`config.mk`:
```
export PLATFORM = sky130hd
export DESIGN_NAME = temperature_scan_statistics_flat
export DESIGN_NICKNAME = d
export VERILOG_FILES = /design/src/sv/tss_pkg.sv /design/src/sv/tss_if.sv /design/src/sv/temperature_scan_statistics.sv /design/src/sv/tss_stats.sv /design/src/flat_wrapper.sv
export SDC_FILE = /design/constraint.sdc
export NUM_CORES = 1
export LEC_CHECK = 0
export ABC_AREA = 1
export BUFFER_PORTS_ARGS = -buffer_cell sky130_fd_sc_hd__buf_2
export CAP_MARGIN = 10
export CELL_PAD_IN_SITES_DETAIL_PLACEMENT = 0
export CELL_PAD_IN_SITES_GLOBAL_PLACEMENT = 1
export CORE_MARGIN = 2
export CORE_UTILIZATION = 44
export DETAILED_ROUTE_END_ITERATION = 16
export GPL_ROUTABILITY_DRIVEN = 1
export PLACE_DENSITY = 0.87
export SYNTH_ARGS = -nofsm -noshare
export SYNTH_HDL_FRONTEND = slang
export SYNTH_SLANG_ARGS = --single-unit
```
`constraint.sdc`:
```
create_clock -name clk -period 5 [get_ports clk]
set_clock_uncertainty 0.2 [all_clocks]
set_input_delay 0.75 -clock clk [delete_from_list [all_inputs] [get_ports clk]]
set_output_delay 0.75 -clock clk [all_outputs]
set_load 0.02 [all_outputs]
```
`src/sv/tss_pkg.sv`:
```
// Shared types and constants for the temperature scan statistics block.
// No dependencies; the design files and the bench import this package.
`timescale 1ns / 1ps

package tss_pkg;

  // Pack severity, ordered so that a larger code is worse
  typedef enum logic [1:0] {
    SEV_INIT    = 2'd0,
    SEV_NORMAL  = 2'd1,
    SEV_WARNING = 2'd2,
    SEV_DANGER  = 2'd3
  } sev_t;

  // Configuration register indexes
  typedef logic [0:0] cfg_index_t;
  localparam cfg_index_t CFG_WARNING = 1'b0;
  localparam cfg_index_t CFG_DANGER  = 1'b1;

  localparam int TEMP_W       = 8;
  localparam int MAT_SUM_W    = 16;
  localparam int PTC_SUM_W    = 12;

  localparam logic [TEMP_W-1:0] WARNING_RESET = 8'd50;
  localparam logic [TEMP_W-1:0] DANGER_RESET  = 8'd58;
  localparam logic [TEMP_W-1:0] LOWEST_RESET  = 8'd100;

  // One input request
  typedef struct packed {
    logic              kind;         // 0 matrix, 1 PTC
    logic [TEMP_W-1:0] temperature;
    logic              scan_start;
    logic              clear_stats;
  } tss_item_t;

  // Running statistics after one sample
  typedef struct packed {
    sev_t                 severity;
    logic [TEMP_W-1:0]    top_one;
    logic [TEMP_W-1:0]    top_two;
    logic [TEMP_W-1:0]    top_three;
    logic [TEMP_W-1:0]    lowest;
    logic [TEMP_W-1:0]    ptc_highest;
    logic [MAT_SUM_W-1:0] matrix_sum;
    logic [PTC_SUM_W-1:0] ptc_sum;
  } tss_stats_t;

  localparam tss_stats_t STATS_RESET = '{
    severity:    SEV_INIT,
    top_one:     '0,
    top_two:     '0,
    top_three:   '0,
    lowest:      LOWEST_RESET,
    ptc_highest: '0,
    matrix_sum:  '0,
    ptc_sum:     '0
  };

  // Finished result
  typedef struct packed {
    sev_t              pack_state;
    logic [TEMP_W-1:0] max_first;
    logic [TEMP_W-1:0] max_second;
    logic [TEMP_W-1:0] max_third;
    logic [TEMP_W-1:0] min_temp;
    logic [TEMP_W-1:0] ptc_max;
    logic [TEMP_W-1:0] matrix_average;
    logic [TEMP_W-1:0] ptc_average;
  } tss_result_t;

endpackage

```
`src/sv/tss_if.sv`:
```
// Valid/ready channel interfaces for the sample input and the result output.
// Standalone; field widths follow the block's fixed field widths.
`timescale 1ns / 1ps

interface tss_in_if;
  logic       valid;
  logic       ready;
  logic       kind;
  logic [7:0] temperature;
  logic       scan_start;
  logic       clear_stats;

  modport source (output valid, kind, temperature, scan_start, clear_stats, input ready);
  modport sink   (input valid, kind, temperature, scan_start, clear_stats, output ready);
endinterface

interface tss_out_if;
  logic       valid;
  logic       ready;
  logic [1:0] pack_state;
  logic [7:0] max_first;
  logic [7:0] max_second;
  logic [7:0] max_third;
  logic [7:0] min_temp;
  logic [7:0] ptc_max;
  logic [7:0] matrix_average;
  logic [7:0] ptc_average;

  modport source (output valid, pack_state, max_first, max_second, max_third, min_temp,
                  ptc_max, matrix_average, ptc_average, input ready);
  modport sink   (input valid, pack_state, max_first, max_second, max_third, min_temp,
                  ptc_max, matrix_average, ptc_average, output ready);
endinterface

```
`src/sv/temperature_scan_statistics.sv`:
```
// Temperature scan statistics: takes one converted cell temperature per cycle and returns
// one result per sample with the pack state, top three matrix maxima, matrix minimum, PTC
// maximum and the two scan averages. A sample is accepted in every cycle while the output
// side keeps up. Its result passes through the input register, the statistics update and
// the average stage, each of them registered. Each sample updates the statistics
// registers through a handful of 8-bit compares and a saturating add. Averages divide the
// running sums by MATRIX_CELLS and PTC_CELLS through a constant reciprocal multiply.
// Thresholds should be written only while the block holds no request.
`timescale 1ns / 1ps

module temperature_scan_statistics #(
  parameter int MATRIX_CELLS = 132,
  parameter int PTC_CELLS    = 12
) (
  input  logic                clk,
  input  logic                rst_n,
  tss_in_if.sink              in_ch,
  tss_out_if.source           out_ch,
  input  logic                cfg_we,
  input  tss_pkg::cfg_index_t cfg_index,
  input  logic [7:0]          cfg_wdata
);
  import tss_pkg::*;

  // Reciprocals: q = (x * M) >> S is exact for every x below 2^N
  localparam int MAT_SHIFT = MAT_SUM_W + $clog2(MATRIX_CELLS);
  localparam int PTC_SHIFT = PTC_SUM_W + $clog2(PTC_CELLS);
  localparam logic [MAT_SUM_W:0] MAT_RECIP =
    (MAT_SUM_W + 1)'(((64'd1 << MAT_SHIFT) + 64'(MATRIX_CELLS) - 64'd1) / 64'(MATRIX_CELLS));
  localparam logic [PTC_SUM_W:0] PTC_RECIP =
    (PTC_SUM_W + 1)'(((64'd1 << PTC_SHIFT) + 64'(PTC_CELLS) - 64'd1) / 64'(PTC_CELLS));
  localparam int MAT_PROD_W = 2 * MAT_SUM_W + 1;
  localparam int PTC_PROD_W = 2 * PTC_SUM_W + 1;

  logic [7:0]  warn_thr_r;
  logic [7:0]  danger_thr_r;

  logic        a_valid_r, a_valid_nxt;
  logic        b_valid_r, b_valid_nxt;
  logic        c_valid_r, c_valid_nxt;
  tss_item_t   a_item_r;
  tss_stats_t  b_stats_r;
  tss_stats_t  stats_nxt;
  tss_result_t c_res_r, c_res_nxt;

  logic a_ready, b_ready, c_ready;
  logic in_fire, a_fire, b_fire;

  logic [MAT_PROD_W-1:0] mat_prod;
  logic [PTC_PROD_W-1:0] ptc_prod;
  logic [MAT_SUM_W-1:0]  mat_quo;
  logic [PTC_SUM_W-1:0]  ptc_quo;

  // Configuration writes
  always_ff @(posedge clk) begin
    if (!rst_n) begin
      warn_thr_r   <= WARNING_RESET;
      danger_thr_r <= DANGER_RESET;
    end else if (cfg_we) begin
      case (cfg_index)
        CFG_WARNING: warn_thr_r   <= cfg_wdata;
        CFG_DANGER:  danger_thr_r <= cfg_wdata;
        default:     ;
      endcase
    end
  end

  // Per-stage flow control: a stage loads when empty or when it empties this cycle
  always_comb begin
    c_ready      = !c_valid_r || out_ch.ready;
    b_ready      = !b_valid_r || c_ready;
    a_ready      = !a_valid_r || b_ready;
    in_ch.ready  = a_ready;
    in_fire      = in_ch.valid && a_ready;
    a_fire       = a_valid_r && b_ready;
    b_fire       = b_valid_r && c_ready;

    a_valid_nxt = in_fire ? 1'b1 : (a_fire ? 1'b0 : a_valid_r);
    b_valid_nxt = a_fire  ? 1'b1 : (b_fire ? 1'b0 : b_valid_r);
    c_valid_nxt = b_fire  ? 1'b1 : ((c_valid_r && out_ch.ready) ? 1'b0 : c_valid_r);
  end

  always_ff @(posedge clk) begin
    if (!rst_n) begin
      a_valid_r <= 1'b0;
      b_valid_r <= 1'b0;
      c_valid_r <= 1'b0;
    end else begin
      a_valid_r <= a_valid_nxt;
      b_valid_r <= b_valid_nxt;
      c_valid_r <= c_valid_nxt;
    end
  end

  // Stage A: hold the accepted request
  always_ff @(posedge clk) begin
    if (in_fire) begin
      a_item_r.kind        <= in_ch.kind;
      a_item_r.temperature <= in_ch.temperature;
      a_item_r.scan_start  <= in_ch.scan_start;
      a_item_r.clear_stats <= in_ch.clear_stats;
    end
  end

  // Statistics update, committed as the request moves into stage B
  tss_stats u_stats (
    .clk        (clk),
    .rst_n      (rst_n),
    .upd_en     (a_fire),
    .item       (a_item_r),
    .warn_thr   (warn_thr_r),
    .danger_thr (danger_thr_r),
    .stats_nxt  (stats_nxt)
  );

  // Stage B: snapshot of the statistics after this sample
  always_ff @(posedge clk) begin
    if (a_fire) begin
      b_stats_r <= stats_nxt;
    end
  end

  // Averages by reciprocal multiply, saturated to a byte
  always_comb begin
    mat_prod = MAT_PROD_W'(b_stats_r.matrix_sum) * MAT_PROD_W'(MAT_RECIP);
    ptc_prod = PTC_PROD_W'(b_stats_r.ptc_sum) * PTC_PROD_W'(PTC_RECIP);
    mat_quo  = MAT_SUM_W'(mat_prod >> MAT_SHIFT);
    ptc_quo  = PTC_SUM_W'(ptc_prod >> PTC_SHIFT);

    c_res_nxt.pack_state     = b_stats_r.severity;
    c_res_nxt.max_first      = b_stats_r.top_one;
    c_res_nxt.max_second     = b_stats_r.top_two;
    c_res_nxt.max_third      = b_stats_r.top_three;
    c_res_nxt.min_temp       = b_stats_r.lowest;
    c_res_nxt.ptc_max        = b_stats_r.ptc_highest;
    c_res_nxt.matrix_average = (mat_quo > MAT_SUM_W'(255)) ? 8'hFF : mat_quo[7:0];
    c_res_nxt.ptc_average    = (ptc_quo > PTC_SUM_W'(255)) ? 8'hFF : ptc_quo[7:0];
  end

  // Stage C: result register
  always_ff @(posedge clk) begin
    if (b_fire) begin
      c_res_r <= c_res_nxt;
    end
  end

  // Drive the result channel
  always_comb begin
    out_ch.valid          = c_valid_r;
    out_ch.pack_state     = c_res_r.pack_state;
    out_ch.max_first      = c_res_r.max_first;
    out_ch.max_second     = c_res_r.max_second;
    out_ch.max_third      = c_res_r.max_third;
    out_ch.min_temp       = c_res_r.min_temp;
    out_ch.ptc_max        = c_res_r.ptc_max;
    out_ch.matrix_average = c_res_r.matrix_average;
    out_ch.ptc_average    = c_res_r.ptc_average;
  end

endmodule

```
`src/sv/tss_stats.sv`:
```
// Running statistics registers and their combinational update for one sample.
// Depends on tss_pkg for the item and statistics types.
`timescale 1ns / 1ps

module tss_stats (
  input  logic               clk,
  input  logic               rst_n,
  input  logic               upd_en,
  input  tss_pkg::tss_item_t item,
  input  logic [7:0]         warn_thr,
  input  logic [7:0]         danger_thr,
  output tss_pkg::tss_stats_t stats_nxt
);
  import tss_pkg::*;

  tss_stats_t        stats_r;
  tss_stats_t        base;
  sev_t              level;
  logic [TEMP_W-1:0] t;
  logic [MAT_SUM_W:0] mat_add;
  logic [PTC_SUM_W:0] ptc_add;
  logic [MAT_SUM_W-1:0] mat_base;
  logic [PTC_SUM_W-1:0] ptc_base;

  always_comb begin
    t    = item.temperature;
    // clear acts before the sample is taken
    base = item.clear_stats ? STATS_RESET : stats_r;

    // classify this sample
    if (t >= danger_thr) begin
      level = SEV_DANGER;
    end else if (t >= warn_thr) begin
      level = SEV_WARNING;
    end else begin
      level = SEV_NORMAL;
    end

    stats_nxt = base;
    // severity only rises until a clear
    if (level > base.severity) begin
      stats_nxt.severity = level;
    end

    mat_base = item.scan_start ? '0 : base.matrix_sum;
    ptc_base = item.scan_start ? '0 : base.ptc_sum;
    mat_add  = {1'b0, mat_base} + {{(MAT_SUM_W + 1 - TEMP_W){1'b0}}, t};
    ptc_add  = {1'b0, ptc_base} + {{(PTC_SUM_W + 1 - TEMP_W){1'b0}}, t};

    if (item.kind) begin
      // PTC sample: saturating sum and maximum
      stats_nxt.ptc_sum = ptc_add[PTC_SUM_W] ? '1 : ptc_add[PTC_SUM_W-1:0];
      if (t > base.ptc_highest) begin
        stats_nxt.ptc_highest = t;
      end
    end else begin
      // matrix sample: saturating sum, top three and minimum
      stats_nxt.matrix_sum = mat_add[MAT_SUM_W] ? '1 : mat_add[MAT_SUM_W-1:0];
      if (t > base.top_one) begin
        stats_nxt.top_three = base.top_two;
        stats_nxt.top_two   = base.top_one;
        stats_nxt.top_one   = t;
      end else if (t > base.top_two) begin
        stats_nxt.top_three = base.top_two;
        stats_nxt.top_two   = t;
      end else if (t > base.top_three) begin
        stats_nxt.top_three = t;
      end
      if (t < base.lowest) begin
        stats_nxt.lowest = t;
      end
    end
  end

  // Commit the update when the sample moves on
  always_ff @(posedge clk) begin
    if (!rst_n) begin
      stats_r <= STATS_RESET;
    end else if (upd_en) begin
      stats_r <= stats_nxt;
    end
  end

endmodule

```
`src/flat_wrapper.sv`:
```
// flat-port wrapper written by rule: the top's interface ports become plain ports
module temperature_scan_statistics_flat import tss_pkg::*;
#(
  parameter int MATRIX_CELLS = 132,
  parameter int PTC_CELLS    = 12
)
  (clk, rst_n, cfg_we, cfg_index, cfg_wdata, in_ch_valid, in_ch_kind, in_ch_temperature, in_ch_scan_start, in_ch_clear_stats, in_ch_ready, out_ch_valid, out_ch_pack_state, out_ch_max_first, out_ch_max_second, out_ch_max_third, out_ch_min_temp, out_ch_ptc_max, out_ch_matrix_average, out_ch_ptc_average, out_ch_ready);
  tss_in_if in_ch_i ();
  tss_out_if out_ch_i ();
  input  logic clk;
  input  logic rst_n;
  input  logic cfg_we;
  input  tss_pkg::cfg_index_t cfg_index;
  input  logic [7:0] cfg_wdata;
  input wire logic [$bits(in_ch_i.valid)-1:0] in_ch_valid;
  input wire logic [$bits(in_ch_i.kind)-1:0] in_ch_kind;
  input wire logic [$bits(in_ch_i.temperature)-1:0] in_ch_temperature;
  input wire logic [$bits(in_ch_i.scan_start)-1:0] in_ch_scan_start;
  input wire logic [$bits(in_ch_i.clear_stats)-1:0] in_ch_clear_stats;
  output wire logic [$bits(in_ch_i.ready)-1:0] in_ch_ready;
  output wire logic [$bits(out_ch_i.valid)-1:0] out_ch_valid;
  output wire logic [$bits(out_ch_i.pack_state)-1:0] out_ch_pack_state;
  output wire logic [$bits(out_ch_i.max_first)-1:0] out_ch_max_first;
  output wire logic [$bits(out_ch_i.max_second)-1:0] out_ch_max_second;
  output wire logic [$bits(out_ch_i.max_third)-1:0] out_ch_max_third;
  output wire logic [$bits(out_ch_i.min_temp)-1:0] out_ch_min_temp;
  output wire logic [$bits(out_ch_i.ptc_max)-1:0] out_ch_ptc_max;
  output wire logic [$bits(out_ch_i.matrix_average)-1:0] out_ch_matrix_average;
  output wire logic [$bits(out_ch_i.ptc_average)-1:0] out_ch_ptc_average;
  input wire logic [$bits(out_ch_i.ready)-1:0] out_ch_ready;
  assign in_ch_i.valid = in_ch_valid;
  assign in_ch_i.kind = in_ch_kind;
  assign in_ch_i.temperature = in_ch_temperature;
  assign in_ch_i.scan_start = in_ch_scan_start;
  assign in_ch_i.clear_stats = in_ch_clear_stats;
  assign in_ch_ready = in_ch_i.ready;
  assign out_ch_valid = out_ch_i.valid;
  assign out_ch_pack_state = out_ch_i.pack_state;
  assign out_ch_max_first = out_ch_i.max_first;
  assign out_ch_max_second = out_ch_i.max_second;
  assign out_ch_max_third = out_ch_i.max_third;
  assign out_ch_min_temp = out_ch_i.min_temp;
  assign out_ch_ptc_max = out_ch_i.ptc_max;
  assign out_ch_matrix_average = out_ch_i.matrix_average;
  assign out_ch_ptc_average = out_ch_i.ptc_average;
  assign out_ch_i.ready = out_ch_ready;
  temperature_scan_statistics #(.MATRIX_CELLS(MATRIX_CELLS), .PTC_CELLS(PTC_CELLS)) u_core (.clk(clk), .rst_n(rst_n), .in_ch(in_ch_i), .out_ch(out_ch_i), .cfg_we(cfg_we), .cfg_index(cfg_index), .cfg_wdata(cfg_wdata));
endmodule
```
* Yosys cells after proc, flatten, opt, wreduce, memory -nomap -nowiden
Cells that the tools add are included.
Storage, ports and cells: register bits 228, bits in latches 0, bits in writable memories 0, ROM bits 0, input port bits 25, output and inout port bits 60, word-level logic and storage cells 88, memories kept 0
Operators by class: $add $sub $neg 2, multipliers 2, div/mod/pow operators 0, magnitude comparators 10, equal/unequal tests 0, shifts and indexed selects 0, mux-type cells 25, bitwise logic cells 1, reduce and logical (&&, ||, !) cells 15
Operator list (number):
- 70-bit 2-to-1 mux | 1
- 16-bit 2-to-1 mux | 4
- 8-bit 2-to-1 mux | 7
- 12-bit 2-to-1 mux | 3
- 16-bit by 17-bit multiplier with 33-bit output, second input constant | 1
- 8-bit > comparator | 4
- 32-bit 2-to-1 mux | 1
- 12-bit by 12-bit multiplier with 24-bit output, second input constant | 1
- 9-bit by 8-bit > comparator with 1-bit output, second input constant | 2
- 16-bit by 8-bit adder with 17-bit output | 1
- 8-bit greater-or-equal comparator | 2
- 12-bit by 8-bit adder with 13-bit output | 1
- 8-bit < comparator | 1
- 1-bit 2-to-1 mux | 6
- 2-bit 2-to-1 mux | 3
- 2-bit nonzero test | 3
- 1-bit logical AND | 4
- 2-bit AND reduction | 2
- 1-bit zero test | 3
- 1-bit logical OR | 3
- 2-bit > comparator | 1
- 1-bit inverter | 1

* Longest topological paths before layout
depth in word-level cells 6, depth in mapped cells 25, mapped depth without buffers 25

* Modules after synthesis
From an unflattened synthesis, not the netlist that was laid out.
Second synthesis, totals: cell total of the unflattened synthesis 2459, area, all modules 20091.8 sq um
Modules (own cells, without submodules):
- temperature_scan_statistics | instances 1, cells an instance 1311, area each 13106.3 sq um, seq. area each 4554.4 sq um
- tss_stats | instances 1, cells an instance 1148, area each 6985.4 sq um, seq. area each 1401.3 sq um

* Worst setup path before layout
OpenSTA, ideal clock, no wires.
path kind reg2reg, start register u_core.b_stats_r[25] (netlist name), end register u_core.c_res_r (netlist bit u_core.out_ch.matrix_average[0]), data pin, library setup time 259 ps, arrival time 5085 ps, required time 4541 ps, slack -544 ps, stages on the path, launching flop included 22, buffers on the path 0, clock period less this slack 5544 ps, path through edfxtp_1 > fa_1 > inv_1 > fa_1 > inv_1 > fa_1 > fa_1 > inv_1 > fa_1 > fa_1 > inv_1 > ha_1 > nand2_1 > inv_1 > a21oi_1 > o21bai_1 > inv_1 > nor2_1 > nor2_1 > nand3_1 > nand2_1 > nand2_1
On the way: word-level cells in the longest chain between the ends 2
Ends and longest elaborated chain:
- from (decl) | RTL line temperature_scan_statistics.sv:42 | tss_stats_t b_stats_r;
- from (signal assigned) | RTL line temperature_scan_statistics.sv:119 | b_stats_r <= stats_nxt;
- 16-bit by 17-bit multiplier with 33-bit output (*) | RTL line temperature_scan_statistics.sv:125 | mat_prod = MAT_PROD_W'(b_stats_r.matrix_sum) * MAT_PROD_W'(MAT_RECIP);
- 9-bit by 8-bit > comparator with 1-bit output | RTL line temperature_scan_statistics.sv:136 | c_res_nxt.matrix_average = (mat_quo > MAT_SUM_W'(255)) ? 8'hFF : mat_quo[7:0];
- to (signal assigned) | RTL line temperature_scan_statistics.sv:143 | c_res_r <= c_res_nxt;
- to (decl) | RTL line temperature_scan_statistics.sv:44 | tss_result_t c_res_r, c_res_nxt;
Every way passes the cells marked *; elsewhere a longest branch is shown, timed or not. A chain may end at the register's enable or synchronous reset.

* Final worst setup path
start register u_core.b_stats_r[22] (netlist name), end register u_core.c_res_r (netlist bit u_core.out_ch.matrix_average[7]), data pin
Same word-level chain as after synthesis.

==> out/qor.csv <==
stage,metric,value,unit
critical_path,crit_type,reg2reg,
floorplan,row_count,77,
worst_hold_path,hold_start,in_ch_kind,
routing,drt-total-wl,46000,um
final_layout,largestRegisters,"u_core.b_stats_r: 70 flops, u_core.u_stats.stats_r: 70 flops, u_core.a_item_r: 11 flops",
floorplan,initial_utilization,0.445,
sta,setup-tns-final,-2510,ps
synth,dominantRegCellSynth,edfxtp_1,
synth,synth_seq_cells,228,
sta,finalCritPeriodShare,1.07,
power_and_ir_drop,total_power,11.9,mW
final_layout,fillers,4070,
sta,rsz0062_at_grt,yes,
sta,maxSlewHeadroom,0.292,
worst_hold_path,holdCritPathClass,in2reg,
clock_network,cts.root.buffer_cell,clkbuf_16,
power_and_ir_drop,leakagePower,11.6,nW
sta,fin_ws,-342,ps
placed_design,place_area,21400,um^2
synth,synth_area_per_cell,8.30,um^2
worst_hold_path,min_to,u_core.a_item_r[10],
sta,setup_violations,8,
grt,grt_pass1_vias,15700,
placed_design,dp_slack,-401,ps
routing,firstDrtPassIters,5,
synth,yosys-top-cells-area,"edfxtp_1 21%, ha_1 18%, fa_1 12%",
synth,synth_edf_count,139,
critical_path,worstReg2RegStart,u_core.b_stats_r[22],
floorplan,die_w,215,um
placed_design,gp_congestion,0.880,
floorplan,coreArea,44200,um^2
sta,timing.final.hold_violations,0,
critical_path,r2r_end,u_core.out_ch.matrix_average[7],
synth,synth_area,19700,um^2
synth,syn_nets,2802,
critical_path,crit_fanout,4,
clock_network,cts_tree,done,
final_layout,finish.utilization,0.516,
critical_path,rrSetupSlack,-340,ps
clock_network,cts_buffers,26,
synth,ys_warn_count,0,
worst_hold_path,min_path_cells,1,
floorplan,dieHeight,215,um
grt,grt_max_degree,90,
clock_network,worstSkewPairLatency,580,ps
synth,synth-async-reset-ratio,0,
routing,avgRoutedWirePerCell,14.6,um
placed_design,dpl.hpwl,35300,um
critical_path,cp-end-kind,flip-flop,
critical_path,setup.worst_path.start_class,flip-flop,
critical_path,arrival,5470,ps
synth,synth_common_cells,"536 x inv_1, 460 x nand2_1, 285 x ha_1, 155 x a21oi_1, 149 x nor2_1",
placed_design,portBuffers,84,
power_and_ir_drop,vdd_drop_max,0.000428,V
sta,max_freq,187,MHz
grt,grt.total_usage,0.199,
synth,netlist.area_leader.share,0.212,
clock_network,h-tree-depth,1,
clock_network,cts.sinks,228,
synth,yosysTopAreaCell,edfxtp_1,
sta,worst_pin_slew,1060,ps
final_layout,fin_nets,2978,
sta,timing.final.crit_period,5340,ps
grt,grt_pass1_wl,76200,um
grt,grt_overflow,0,
final_layout,area_delta_synth_final,15.9,%
floorplan,dieArea,46400,um^2
routing,drc,0,
clock_network,hold_buffers,0,
routing,via_count,15600,
critical_path,worstPathRequired,5120,ps
outcome,status,"complete, but fails checks",
synth,yosysMostFrequentCell,inv_1,
final_layout,final_cell_area,22800,um^2
final_layout,drive_gt1_frac,0.140,
critical_path,r2r_cells,19,
floorplan,ios,85,
synth,synth_cell_types,51,
clock_network,clkTransAtPathRegs,60,ps
routing,drt_iter0_markers,831,
routing,detail-route-antenna-nets,0,
synth,seq_area_frac_synth,0.303,
grt,grt_antenna_before_repair,0,
routing,vias_per_cell,4.94,
sta,maxSlewViolCount,0,
power_and_ir_drop,power_density,521,nW/um^2
run,maxCapViolations,0,
outcome,violations,setup timing,
synth,synth_cells,2370,
final_layout,n_antenna_cell,0,
clock_network,clock_tree.buffer_depth,3,
logic make-up (layout without fill, tap and decap cells):
family | count (synthesis) | in the layout | synth area share
fa+ha+maj | 407 | 407 | 0.305
xor+xnor | 32 | 32 | 0.0146
flops | 228 | 228 | 0.303
buf+inv | 588 | 784 | 0.115
compound gates | 330 | 330 | 0.0928
simple gates | 785 | 785 | 0.170
cells in the final DEF, fill, tap and decap left out, drive strengths merged, types with 2 or more instances in the layout:
| master | count |
|---|---|
| o21a | 6 |
| buf | 192 |
| o22ai | 4 |
| nand3 | 99 |
| inv | 546 |
| or2 | 2 |
| nor2 | 157 |
| xor2 | 14 |
| nand2 | 472 |
| o211ai | 12 |
| o21ai | 113 |
| a21oi | 161 |
| bufinv | 4 |
| a21boi | 2 |
| clkbuf | 29 |
| and2 | 3 |
| ha | 285 |
| a21o | 12 |
| nor3 | 16 |
| dfxtp | 89 |
| edfxtp | 139 |
| nor4 | 3 |
| o21bai | 14 |
| xnor2 | 18 |
| o31ai | 2 |
| nand3b | 9 |
| nand4 | 23 |
| clkinv | 12 |
| fa | 122 |
routing by layer:
layer	GRT usage	part of all wire	vias up
met4	0.0589	0.029	0
met1	0.255	0.45	7375
met2	0.351	0.48	274
met5	0	0	-
li1	-	-	7874
met3	0.0265	0.037	72
how the worst max path moves through the flow:
stage	startpoint	to	cells past startpoint
4_1_cts	u_core.b_stats_r[22]	u_core.out_ch.matrix_average[5]	19
3_5_place_dp	u_core.b_stats_r[27]	u_core.out_ch.matrix_average[6]	22
6_report	u_core.b_stats_r[22]	u_core.out_ch.matrix_average[7]	19
2_1_floorplan	u_core.b_stats_r[23]	u_core.out_ch.matrix_average[0]	20
3_3_place_gp	u_core.b_stats_r[27]	u_core.out_ch.matrix_average[5]	17
5_1_grt	u_core.b_stats_r[21]	u_core.out_ch.matrix_average[6]	22
area by class of cell:
cell class,count,area [um^2],share of cell area
Clock buffer,29,682,0.0299
Clock inverter,19,251,0.0110
Inverter,544,2060,0.0902
Multi-Input combinational cell,1554,11900,0.521
Sequential cell,228,5960,0.261
Tap cell,592,741,0.0325
Timing Repair Buffer,192,1240,0.0545
metrics by stage:
| stage | cells | hold slack [ps] |
|---|---|---|
| 2_1_floorplan | 2370 | 200 |
| 3_3_place_gp | 3092 | 203 |
| 3_5_place_dp | 3092 | 205 |
| 4_1_cts | 3151 | 116 |
| 5_1_grt | 3158 | 136 |
| 6_report | 3158 | 149 |
timing repair:
item	4_1_cts	5_1_grt
cloned	0	0
hold endpoints to repair	0	0
gates resized for setup	29	41
buffers inserted	11	7
setup endpoints to repair	8	16
pin swaps	25	16
worst max-delay path, cell delays in order, from the launching register on:
cell and delay, ps:
edfxtp_1 450, fa_2 660, inv_2 50, fa_2 520, inv_2 40, fa_2 520
fa_2 440, fa_1 490, inv_1 50, fa_1 510, inv_2 50, ha_4 270
a21oi_4 170, nor2_1 90, nor2_1 120, o21ai_2 90, a21oi_2 170, nand3_1 80
nand2_1 80, nand2_1 50
power by group:
group	internal (mW)	switching [mW]	total, mW
Combinational	3.22	4.33	7.55
Sequential	2.20	0.0743	2.27
Clock	1.21	0.853	2.06
Note: power is estimated with default switching activity, not from simulation.
